### config.mk
export PLATFORM = sky130hd
export DESIGN_NAME = disk_block_allocation_map_top
export DESIGN_NICKNAME = d
export VERILOG_FILES = /design/src/rtl/dbam_pkg.sv /design/src/rtl/dbam_map_mem.sv /design/src/rtl/disk_block_allocation_map_top.sv
export SDC_FILE = /design/constraint.sdc
export NUM_CORES = 2
export LEC_CHECK = 0
export ABC_CLOCK_PERIOD_IN_PS = 13000
export BUFFER_PORTS_ARGS = -buffer_cell sky130_fd_sc_hd__buf_2
export CORE_MARGIN = 2
export CORE_UTILIZATION = 54
export CTS_CLUSTER_SIZE = 12
export DETAILED_ROUTE_END_ITERATION = 12
export PLACE_DENSITY = 0.71
export SYNTH_ARGS = -nofsm -noshare
export SYNTH_HDL_FRONTEND = slang
export SYNTH_SLANG_ARGS = --single-unit
### constraint.sdc
create_clock -name clk_i -period 13 [get_ports clk_i]
set_input_delay 2.6 -clock clk_i [delete_from_list [all_inputs] [get_ports clk_i]]
set_output_delay 2.6 -clock clk_i [all_outputs]
set_load 0.1 [all_outputs]
### src/rtl/dbam_pkg.sv
package dbam_pkg;

  localparam int unsigned MaxTracks = 40;
  localparam int unsigned TrackAw   = $clog2(MaxTracks);
  localparam int unsigned BitmapW   = 24;

  localparam logic [TrackAw-1:0] MaxTrack      = TrackAw'(MaxTracks);
  localparam logic [TrackAw-1:0] DirTrack      = TrackAw'(18);
  localparam logic [5:0]         TrackCountRst = 6'd35;
  localparam logic [13:0]        TotalMax      = 14'h3FFF;

  typedef struct packed {
    logic [7:0]         cnt;
    logic [BitmapW-1:0] bits;
  } entry_t;

  typedef struct packed {
    logic               rd;
    logic               wr;
    logic [TrackAw-1:0] addr;
    entry_t             wdata;
  } mem_req_t;

  typedef enum logic [2:0] {
    K_LOAD    = 3'd0,
    K_TEST    = 3'd1,
    K_ALLOC   = 3'd2,
    K_RELEASE = 3'd3,
    K_FIRST   = 3'd4,
    K_NEAR    = 3'd5,
    K_COUNT   = 3'd6,
    K_REPAIR  = 3'd7
  } kind_e;

  typedef enum logic [2:0] {
    ST_OK     = 3'd0,
    ST_TRACK  = 3'd1,
    ST_SECTOR = 3'd2,
    ST_USED   = 3'd3,
    ST_FULL   = 3'd4
  } status_e;

  // sectors per track by zone
  function automatic logic [4:0] zone_sectors(input logic [TrackAw-1:0] t);
    logic [4:0] ns;
    priority if (t <= TrackAw'(17)) begin
      ns = 5'd21;
    end else if (t <= TrackAw'(24)) begin
      ns = 5'd19;
    end else if (t <= TrackAw'(30)) begin
      ns = 5'd18;
    end else begin
      ns = 5'd17;
    end
    return ns;
  endfunction

  function automatic logic [BitmapW-1:0] sector_mask(input logic [4:0] ns);
    logic [BitmapW:0] m;
    m = ({{BitmapW{1'b0}}, 1'b1} << ns) - {{BitmapW{1'b0}}, 1'b1};
    return m[BitmapW-1:0];
  endfunction

endpackage

### src/rtl/dbam_map_mem.sv
module dbam_map_mem (
  input  logic               clk_i,
  input  logic               rst_ni,
  input  dbam_pkg::mem_req_t req_i,
  output dbam_pkg::entry_t   rd_data_o
);
  import dbam_pkg::*;

  entry_t               mem_q [MaxTracks];
  logic [MaxTracks-1:0] vld_q;
  entry_t               rdata_q;
  logic                 rvld_q;

  always_ff @(posedge clk_i) begin
    if (req_i.wr) begin
      mem_q[req_i.addr] <= req_i.wdata;
    end
    if (req_i.rd) begin
      rdata_q <= mem_q[req_i.addr];
    end
  end

  // entries never written read as zero
  always_ff @(posedge clk_i or negedge rst_ni) begin
    if (!rst_ni) begin
      vld_q  <= '0;
      rvld_q <= 1'b0;
    end else begin
      if (req_i.wr) begin
        vld_q[req_i.addr] <= 1'b1;
      end
      if (req_i.rd) begin
        rvld_q <= vld_q[req_i.addr];
      end
    end
  end

  assign rd_data_o = rvld_q ? rdata_q : '0;

endmodule

### src/rtl/disk_block_allocation_map_top.sv
// Test, allocate, release, track count, rejected beats: S_MOD (S_DONE if rejected) loads the
// out reg. Load entry, repair: each of N usable tracks is read in S_SCAN_RD, checked in
// S_SCAN_CHK; the directory track gets S_SCAN_RD alone. Alloc first/near: likewise per track,
// S_SCAN_RD alone per skip and if none is free; near tries up to 2*(N+1) candidates.
// Reset (rst_ni, async, low): map entries read zero, free total 0, track count 35, no clearing.
// A stalled result parks the block; the next beat is taken once its result is in the out reg.
module disk_block_allocation_map_top (
  input  logic               clk_i,
  input  logic               rst_ni,
  input  logic               in_valid_i,
  output logic               in_ready_o,
  input  logic [2:0]         kind_i,
  input  logic [7:0]         track_i,
  input  logic [7:0]         sector_i,
  input  logic [7:0]         entry_count_i,
  input  logic [23:0]        entry_bitmap_i,
  output logic               out_valid_o,
  input  logic               out_ready_i,
  output logic [2:0]         status_o,
  output logic               block_free_o,
  output logic [5:0]         found_track_o,
  output logic [4:0]         found_sector_o,
  output logic [13:0]        free_pre_o,
  output logic [13:0]        free_post_o,
  output logic signed [14:0] count_o,
  input  logic               cfg_we_i,
  input  logic [5:0]         cfg_wdata_i
);
  import dbam_pkg::*;

  typedef enum logic [4:0] {
    S_IDLE     = 5'b00001,
    S_MOD      = 5'b00010,
    S_SCAN_RD  = 5'b00100,
    S_SCAN_CHK = 5'b01000,
    S_DONE     = 5'b10000
  } state_e;

  state_e             state_q, state_d;
  logic [5:0]         tc_q;
  logic [13:0]        total_q, total_d;
  kind_e              kind_q, kind_d;
  logic [7:0]         trk_q, trk_d;
  logic [4:0]         sec_q, sec_d;
  logic [TrackAw-1:0] cur_q, cur_d;
  logic [TrackAw-1:0] dist_q, dist_d;
  logic               side_q, side_d;
  logic [TrackAw-1:0] cand_q, cand_d;
  logic [14:0]        sum_q, sum_d;
  status_e            status_q, status_d;
  logic               bfree_q, bfree_d;
  logic [5:0]         ftrk_q, ftrk_d;
  logic [4:0]         fsec_q, fsec_d;
  logic [13:0]        before_q, before_d;
  logic signed [14:0] cnt_q, cnt_d;

  logic               out_valid_q;
  logic [2:0]         out_status_q;
  logic               out_bfree_q;
  logic [5:0]         out_ftrk_q;
  logic [4:0]         out_fsec_q;
  logic [13:0]        out_before_q, out_after_q;
  logic signed [14:0] out_cnt_q;

  mem_req_t           req;
  entry_t             e;

  logic [TrackAw-1:0] n;
  logic               accept, fin, slot_free, out_load;
  kind_e              in_kind;
  logic               in_trk_ok, in_sec_bad;
  logic [8:0]         near_hi, cand9;
  logic [7:0]         near_lo;
  logic               near_lo_ok, cand_live, cand_elig, scan_end, grab;
  logic [4:0]         ns;
  logic [BitmapW-1:0] masked;
  logic [4:0]         first_s, actual;
  logic               bit_sel;
  logic [7:0]         cnt_dec, cnt_inc;
  logic [13:0]        tot_dec, tot_inc;

  dbam_map_mem u_map (
    .clk_i     (clk_i),
    .rst_ni    (rst_ni),
    .req_i     (req),
    .rd_data_o (e)
  );

  assign n          = (tc_q > MaxTrack) ? MaxTrack : tc_q;
  assign in_ready_o = (state_q == S_IDLE);
  assign accept     = in_valid_i && in_ready_o;
  assign in_kind    = kind_e'(kind_i);
  assign in_trk_ok  = (track_i != 8'd0) && (track_i <= {2'b00, n});
  assign in_sec_bad = sector_i >= {3'b000, zone_sectors(track_i[TrackAw-1:0])};

  assign near_hi    = {1'b0, trk_q} + {3'b000, dist_q};
  assign near_lo    = trk_q - {2'b00, dist_q};
  assign near_lo_ok = trk_q > {2'b00, dist_q};
  assign grab       = (kind_q == K_FIRST) || (kind_q == K_NEAR);
  assign cand9      = (kind_q == K_NEAR) ? (side_q ? near_hi : {1'b0, near_lo})
                                         : {3'b000, cur_q};
  assign cand_live  = !((kind_q == K_NEAR) && !side_q && !near_lo_ok);
  assign cand_elig  = cand_live && (cand9 != 9'd0) && (cand9 <= {3'b000, n}) &&
                      (cand9 != {3'b000, DirTrack});
  assign scan_end   = (kind_q == K_NEAR) ? (dist_q > n) : (cur_q > n);

  assign ns     = zone_sectors(cand_q);
  assign masked = e.bits & sector_mask(ns);
  assign actual = 5'($countones(masked));

  always_comb begin
    first_s = '0;
    for (int i = BitmapW - 1; i >= 0; i--) begin
      if (masked[i]) begin
        first_s = 5'(i);
      end
    end
  end

  assign bit_sel = e.bits[sec_q];
  assign cnt_dec = (e.cnt == 8'd0) ? 8'd0 : e.cnt - 8'd1;
  assign cnt_inc = (&e.cnt) ? e.cnt : e.cnt + 8'd1;
  assign tot_dec = (total_q == 14'd0) ? 14'd0 : total_q - 14'd1;
  assign tot_inc = (total_q == TotalMax) ? TotalMax : total_q + 14'd1;

  assign slot_free = !out_valid_q || out_ready_i;
  assign out_load  = fin && slot_free;

  always_comb begin
    state_d  = state_q;
    total_d  = total_q;
    kind_d   = kind_q;
    trk_d    = trk_q;
    sec_d    = sec_q;
    cur_d    = cur_q;
    dist_d   = dist_q;
    side_d   = side_q;
    cand_d   = cand_q;
    sum_d    = sum_q;
    status_d = status_q;
    bfree_d  = bfree_q;
    ftrk_d   = ftrk_q;
    fsec_d   = fsec_q;
    before_d = before_q;
    cnt_d    = cnt_q;
    req      = '0;
    fin      = 1'b0;

    unique case (state_q)
      S_IDLE: begin
        if (accept) begin
          kind_d   = in_kind;
          trk_d    = track_i;
          sec_d    = sector_i[4:0];
          before_d = total_q;
          status_d = ST_OK;
          bfree_d  = 1'b0;
          ftrk_d   = '0;
          fsec_d   = '0;
          cnt_d    = '0;
          cur_d    = TrackAw'(1);
          dist_d   = '0;
          side_d   = 1'b0;
          sum_d    = '0;
          unique case (in_kind)
            K_FIRST, K_NEAR, K_REPAIR: begin
              state_d = S_SCAN_RD;
            end
            default: begin
              if (!in_trk_ok) begin
                status_d = ST_TRACK;
                state_d  = S_DONE;
              end else if ((in_kind == K_TEST || in_kind == K_ALLOC ||
                            in_kind == K_RELEASE) && in_sec_bad) begin
                status_d = ST_SECTOR;
                state_d  = S_DONE;
              end else if (in_kind == K_LOAD) begin
                req.wr    = 1'b1;
                req.addr  = track_i[TrackAw-1:0] - TrackAw'(1);
                req.wdata = '{cnt: entry_count_i, bits: entry_bitmap_i};
                state_d   = S_SCAN_RD;
              end else begin
                req.rd   = 1'b1;
                req.addr = track_i[TrackAw-1:0] - TrackAw'(1);
                state_d  = S_MOD;
              end
            end
          endcase
        end
      end

      S_MOD: begin
        fin      = 1'b1;
        req.addr = trk_q[TrackAw-1:0] - TrackAw'(1);
        unique case (kind_q)
          K_TEST: begin
            bfree_d = bit_sel;
          end
          K_ALLOC: begin
            if (!bit_sel) begin
              status_d = ST_USED;
            end else begin
              req.wr    = 1'b1;
              req.wdata = '{cnt: cnt_dec, bits: e.bits & ~(24'd1 << sec_q)};
              total_d   = tot_dec;
            end
          end
          K_RELEASE: begin
            if (!bit_sel) begin
              req.wr    = 1'b1;
              req.wdata = '{cnt: cnt_inc, bits: e.bits | (24'd1 << sec_q)};
              total_d   = tot_inc;
            end
          end
          K_COUNT: begin
            cnt_d = $signed({7'b0, e.cnt});
          end
          default: ;
        endcase
      end

      S_SCAN_RD: begin
        if (scan_end) begin
          fin = 1'b1;
          if (grab) begin
            status_d = ST_FULL;
          end else begin
            total_d = (sum_q > {1'b0, TotalMax}) ? TotalMax : sum_q[13:0];
          end
        end else begin
          if (kind_q == K_NEAR) begin
            side_d = !side_q;
            if (side_q) begin
              dist_d = dist_q + TrackAw'(1);
            end
          end else begin
            cur_d = cur_q + TrackAw'(1);
          end
          if (cand_elig) begin
            req.rd   = 1'b1;
            req.addr = cand9[TrackAw-1:0] - TrackAw'(1);
            cand_d   = cand9[TrackAw-1:0];
            state_d  = S_SCAN_CHK;
          end
        end
      end

      S_SCAN_CHK: begin
        state_d  = S_SCAN_RD;
        req.addr = cand_q - TrackAw'(1);
        if (kind_q == K_LOAD) begin
          sum_d = sum_q + {7'b0, e.cnt};
        end else if (kind_q == K_REPAIR) begin
          sum_d = sum_q + {10'b0, actual};
          cnt_d = cnt_q + ($signed({10'b0, actual}) - $signed({7'b0, e.cnt}));
          if ({3'b000, actual} != e.cnt) begin
            req.wr    = 1'b1;
            req.wdata = '{cnt: {3'b000, actual}, bits: e.bits};
          end
        end else if (masked != '0) begin
          req.wr    = 1'b1;
          req.wdata = '{cnt: cnt_dec, bits: e.bits & ~(24'd1 << first_s)};
          total_d   = tot_dec;
          ftrk_d    = cand_q;
          fsec_d    = first_s;
          fin       = 1'b1;
        end
      end

      S_DONE: begin
        fin = 1'b1;
      end

      default: begin
        state_d = S_IDLE;
      end
    endcase

    if (fin) begin
      state_d = slot_free ? S_IDLE : S_DONE;
    end
  end

  always_ff @(posedge clk_i or negedge rst_ni) begin
    if (!rst_ni) begin
      state_q     <= S_IDLE;
      tc_q        <= TrackCountRst;
      total_q     <= '0;
      kind_q      <= K_LOAD;
      cur_q       <= '0;
      dist_q      <= '0;
      side_q      <= 1'b0;
      out_valid_q <= 1'b0;
    end else begin
      state_q <= state_d;
      total_q <= total_d;
      kind_q  <= kind_d;
      cur_q   <= cur_d;
      dist_q  <= dist_d;
      side_q  <= side_d;
      if (cfg_we_i) begin
        tc_q <= cfg_wdata_i;
      end
      if (out_load) begin
        out_valid_q <= 1'b1;
      end else if (out_ready_i) begin
        out_valid_q <= 1'b0;
      end
    end
  end

  always_ff @(posedge clk_i) begin
    trk_q    <= trk_d;
    sec_q    <= sec_d;
    cand_q   <= cand_d;
    sum_q    <= sum_d;
    status_q <= status_d;
    bfree_q  <= bfree_d;
    ftrk_q   <= ftrk_d;
    fsec_q   <= fsec_d;
    before_q <= before_d;
    cnt_q    <= cnt_d;
    if (out_load) begin
      out_status_q <= status_d;
      out_bfree_q  <= bfree_d;
      out_ftrk_q   <= ftrk_d;
      out_fsec_q   <= fsec_d;
      out_before_q <= before_d;
      out_after_q  <= total_d;
      out_cnt_q    <= cnt_d;
    end
  end

  assign out_valid_o    = out_valid_q;
  assign status_o       = out_status_q;
  assign block_free_o   = out_bfree_q;
  assign found_track_o  = out_ftrk_q;
  assign found_sector_o = out_fsec_q;
  assign free_pre_o     = out_before_q;
  assign free_post_o    = out_after_q;
  assign count_o        = out_cnt_q;

endmodule

==> metrics.yaml <==
maxCapViolCount: 0
synth_flop_cell: "edfxtp_1"
crit_buf_inv: 4
post_drt_via_cell_ratio: 7.02
clockBufferDepth: 3
antenna_left: 0
start_util_pct: 54.3
synth_edf_count: 1404
synthCells: 4347
crit_family: "adder cells"
layout-drive-gt1-share_pct: 15.3
synth_xor_area_share_pct: 0.916
avgRoutedWirePerCell_um: 33.8
synth_compound_area_share_pct: 13.9
drt-initial-drc-count: 7423
cts_tree: "done"
synthAdderAreaFrac_pct: 2.39
final.setup_skew_ns: 0.0649
seq_area_frac_synth_pct: 70.4
tns_ns: 0
crit_slowest_cell: "nor2_4"
slowest_delay_ns: 1.09
chipWidth_um: 348
yosysWarnings: 0
gp_congestion: 0.973
dpl.hpwl_um: 126000
cellPowerDensity_nw_per_um2: 221
crit_chain: "buf_4 > nand2_1 > or3_1 > inv_1 > fa_1 > fa_1 > fa_1 > inv_1 > fa_1 > inv_1 > fa_1 > ha_1 > fa_1 > a21o_1 > a21o_1 > ha_1 > and3_1 > nand4_1 > nand2_1 > a21oi_1 > a311o_1 > nand2_1 > nor2_4"
std_cell_rows: 126
status: "finished clean"
grt_max_degree: 130
power_w: 0.0159
hold_viol: 0
max_freq_mhz: 108
finalMaxSlewViolations: 0
die_h_um: 348
track_usage_pct: 33.8
crit_path_frequent_cell: "fa_1"
holdWs_ns: 0.452
cts_resized: 0
crit_arrival_ns: 9.65
layout.nets: 4630
clock_latency_ns: 0.82
async_flop_share_pct: 5.42
post_cts_buffers: 0
period_share_pct: 71.1
ctsHoldBuffers: 0
cts_root_buf: "clkbuf_16"
postLayoutCoreUtil_pct: 60.8
synth_mux_area_share_pct: 3.66
grt_pass1_wl_um: 294000
final_area_sq_um: 71700
wl_um: 206000
path_clk_slew_ns: 0.06
min_path_type: "reg2reg"
drcViolationCount: 0
gr-total-overflow: 0
dpl_cell_area_sq_um: 66900
cp-end-kind: "register"
p_leak_nw: 22.0
worst_pin_slew_ns: 1.27
antenna_found_initial: 10
avgSynthCellArea_sq_um: 14.7
setup-violations-final: 0
synth.area.top_cells: "edfxtp_1 66%, dfrtp_1 3.1%, a222oi_1 2.3%"
io_buffers: 121
yosys.area_share.simple_pct: 6.25
crit_path_start_kind: "register"
core_sq_um: 118000
drt-pass1-iter-count: 9
rsz0062_at_grt: "no"
vias: 42900
yosysMostFrequentCell: "edfxtp_1"
boundaryPins: 122
synth_top_area_share_pct: 65.8
h-tree-depth: 4
slew-limit-headroom_pct: 15.6
critPathKind: "reg2reg"
cp_max_fo: 49
synth_area_sq_um: 64100
ys_types: 106
cp.required_ns: 13.41
max-vdd-ir-drop_uv: 293
ys_seq_elements: 1531
area_growth_pct: 11.9
cts_sinks: 1531
cts_buffers: 156
synth_top_family_by_area: "compound AO/OA/AOI/OAI gates"
grt_pass1_vias: 40300
yosys-top-cells-count: "1404 x edfxtp_1, 327 x nand2_1, 206 x o21ai_0, 202 x nor2_1, 173 x a21oi_1"
period_minus_slack_ns: 9.24
die_area_sq_um: 121000
synth.largest_area_cell: "edfxtp_1"
-- worst register-to-register path, cell delays in order, from the launching register on --
cell     delay [ns]
dfrtp_1        0.32
buf_4          0.40
nand2_1        0.25
or3_1          0.38
inv_1          0.14
fa_1           0.51
fa_1           0.50
fa_1           0.51
inv_1          0.05
fa_1           0.53
inv_1          0.05
fa_1           0.44
ha_1           0.23
fa_1           0.46
a21o_1         0.17
a21o_1         0.21
ha_1           0.33
and3_1         0.16
nand4_1        0.15
nand2_1        0.22
a21oi_1        0.57
a311o_1        0.55
nand2_1        0.57
nor2_4         1.10
-- path summary, 6_finish.rpt --
| check | slack (ns) | end | from | depth (start not counted) |
|---|---|---|---|---|
| max | 3.76 | u_map.mem_q[32][22]$_DFFE_PP_ | u_map.rvld_q$_DFFE_PN0P_ | 23 |
| min | 0.45 | before_q[13]$_DFF_P_ | before_q[13]$_DFF_P_ | 2 |
| max reg2reg | 3.76 | u_map.mem_q[32][22]$_DFFE_PP_ | u_map.rvld_q$_DFFE_PN0P_ | 23 |
| min reg2reg | 0.45 | before_q[13]$_DFF_P_ | before_q[13]$_DFF_P_ | 2 |
| max in group asynchronous | 9.85 | u_map.vld_q[31]$_DFFE_PN0P_ | rst_ni | 2 |
| min in group asynchronous | 1.78 | total_q[0]$_DFF_PN0_ | rst_ni | 1 |
-- placed cells by master, fill, tap and decap left out, drive strengths merged, types with 79 or more instances in the layout --
cell / instances
a221oi: 96
mux2i: 90
ha: 89
nand2: 328
a222oi: 148
nor2: 205
buf: 217
inv: 97
clkbuf: 238
a22oi: 129
mux2: 116
a21oi: 173
dfrtp: 79
edfxtp: 1404
o21ai: 210
-- power breakdown --
| part | total (W) | switching [W] | internal (W) | leakage, nW |
|---|---|---|---|---|
| combinational | 0.00587 | 0.00385 | 0.00201 | 7.68 |
| clock | 0.00426 | 0.00189 | 0.00237 | 2.30 |
| sequential | 0.00573 | 0.000183 | 0.00555 | 12.0 |
| total | 0.0159 | 0.00593 | 0.00993 | 22.0 |
-- cell families (layout without fill, tap and decap cells) --
group / Yosys count / in the layout
AOI/OAI and AO/OA: 1202 / 1202
xor gates and xnor gates: 67 / 67
adders and majority gates: 110 / 110
buffers and inverters: 357 / 580
DFF: 1531 / 1531
muxes: 212 / 212
other: 2 / 6
and+or+nand+nor: 866 / 866
-- per-layer routing --
layer | GRT usage [%] | part of all wire [%]
met5 | 0 | 0.041
met4 | 17.2 | 5.8
met3 | 8.69 | 13
met2 | 50.8 | 45
met1 | 45.8 | 36
-- sequential cells by signal, summed over array words and instances (netlist names), 8 cells and up --
| name | flops |
|---|---|
| before_q | 14 |
| cnt_q | 15 |
| count_o | 15 |
| free_post_o | 14 |
| free_pre_o | 14 |
| sum_q | 15 |
| total_q | 14 |
| trk_q | 8 |
| u_map.mem_q | 1280 |
| u_map.rdata_q | 32 |
| u_map.vld_q | 40 |
-- area by class of cell --
cell class              instances  area, sq um
well taps                    1536         1920
diodes                          3         7.51
repair buffers                217         1390
clock buffers                 238         4300
inverters                      92          345
clock inverters                33          507
multi-input cells            2460        18100
fillers                      8757        46200
flip-flops and latches       1531        45100
-- per-stage QoR --
| step | worst slack, ns | instances |
|---|---|---|
| floorplan | 3.66 | 4348 |
| global placement | 4.02 | 5836 |
| detailed placement | 4.00 | 5836 |
| CTS | 3.98 | 6107 |
| global route | 3.43 | 6108 |
| finish | 3.76 | 6110 |
No activity file was read; power rests on OpenSTA's default activity.
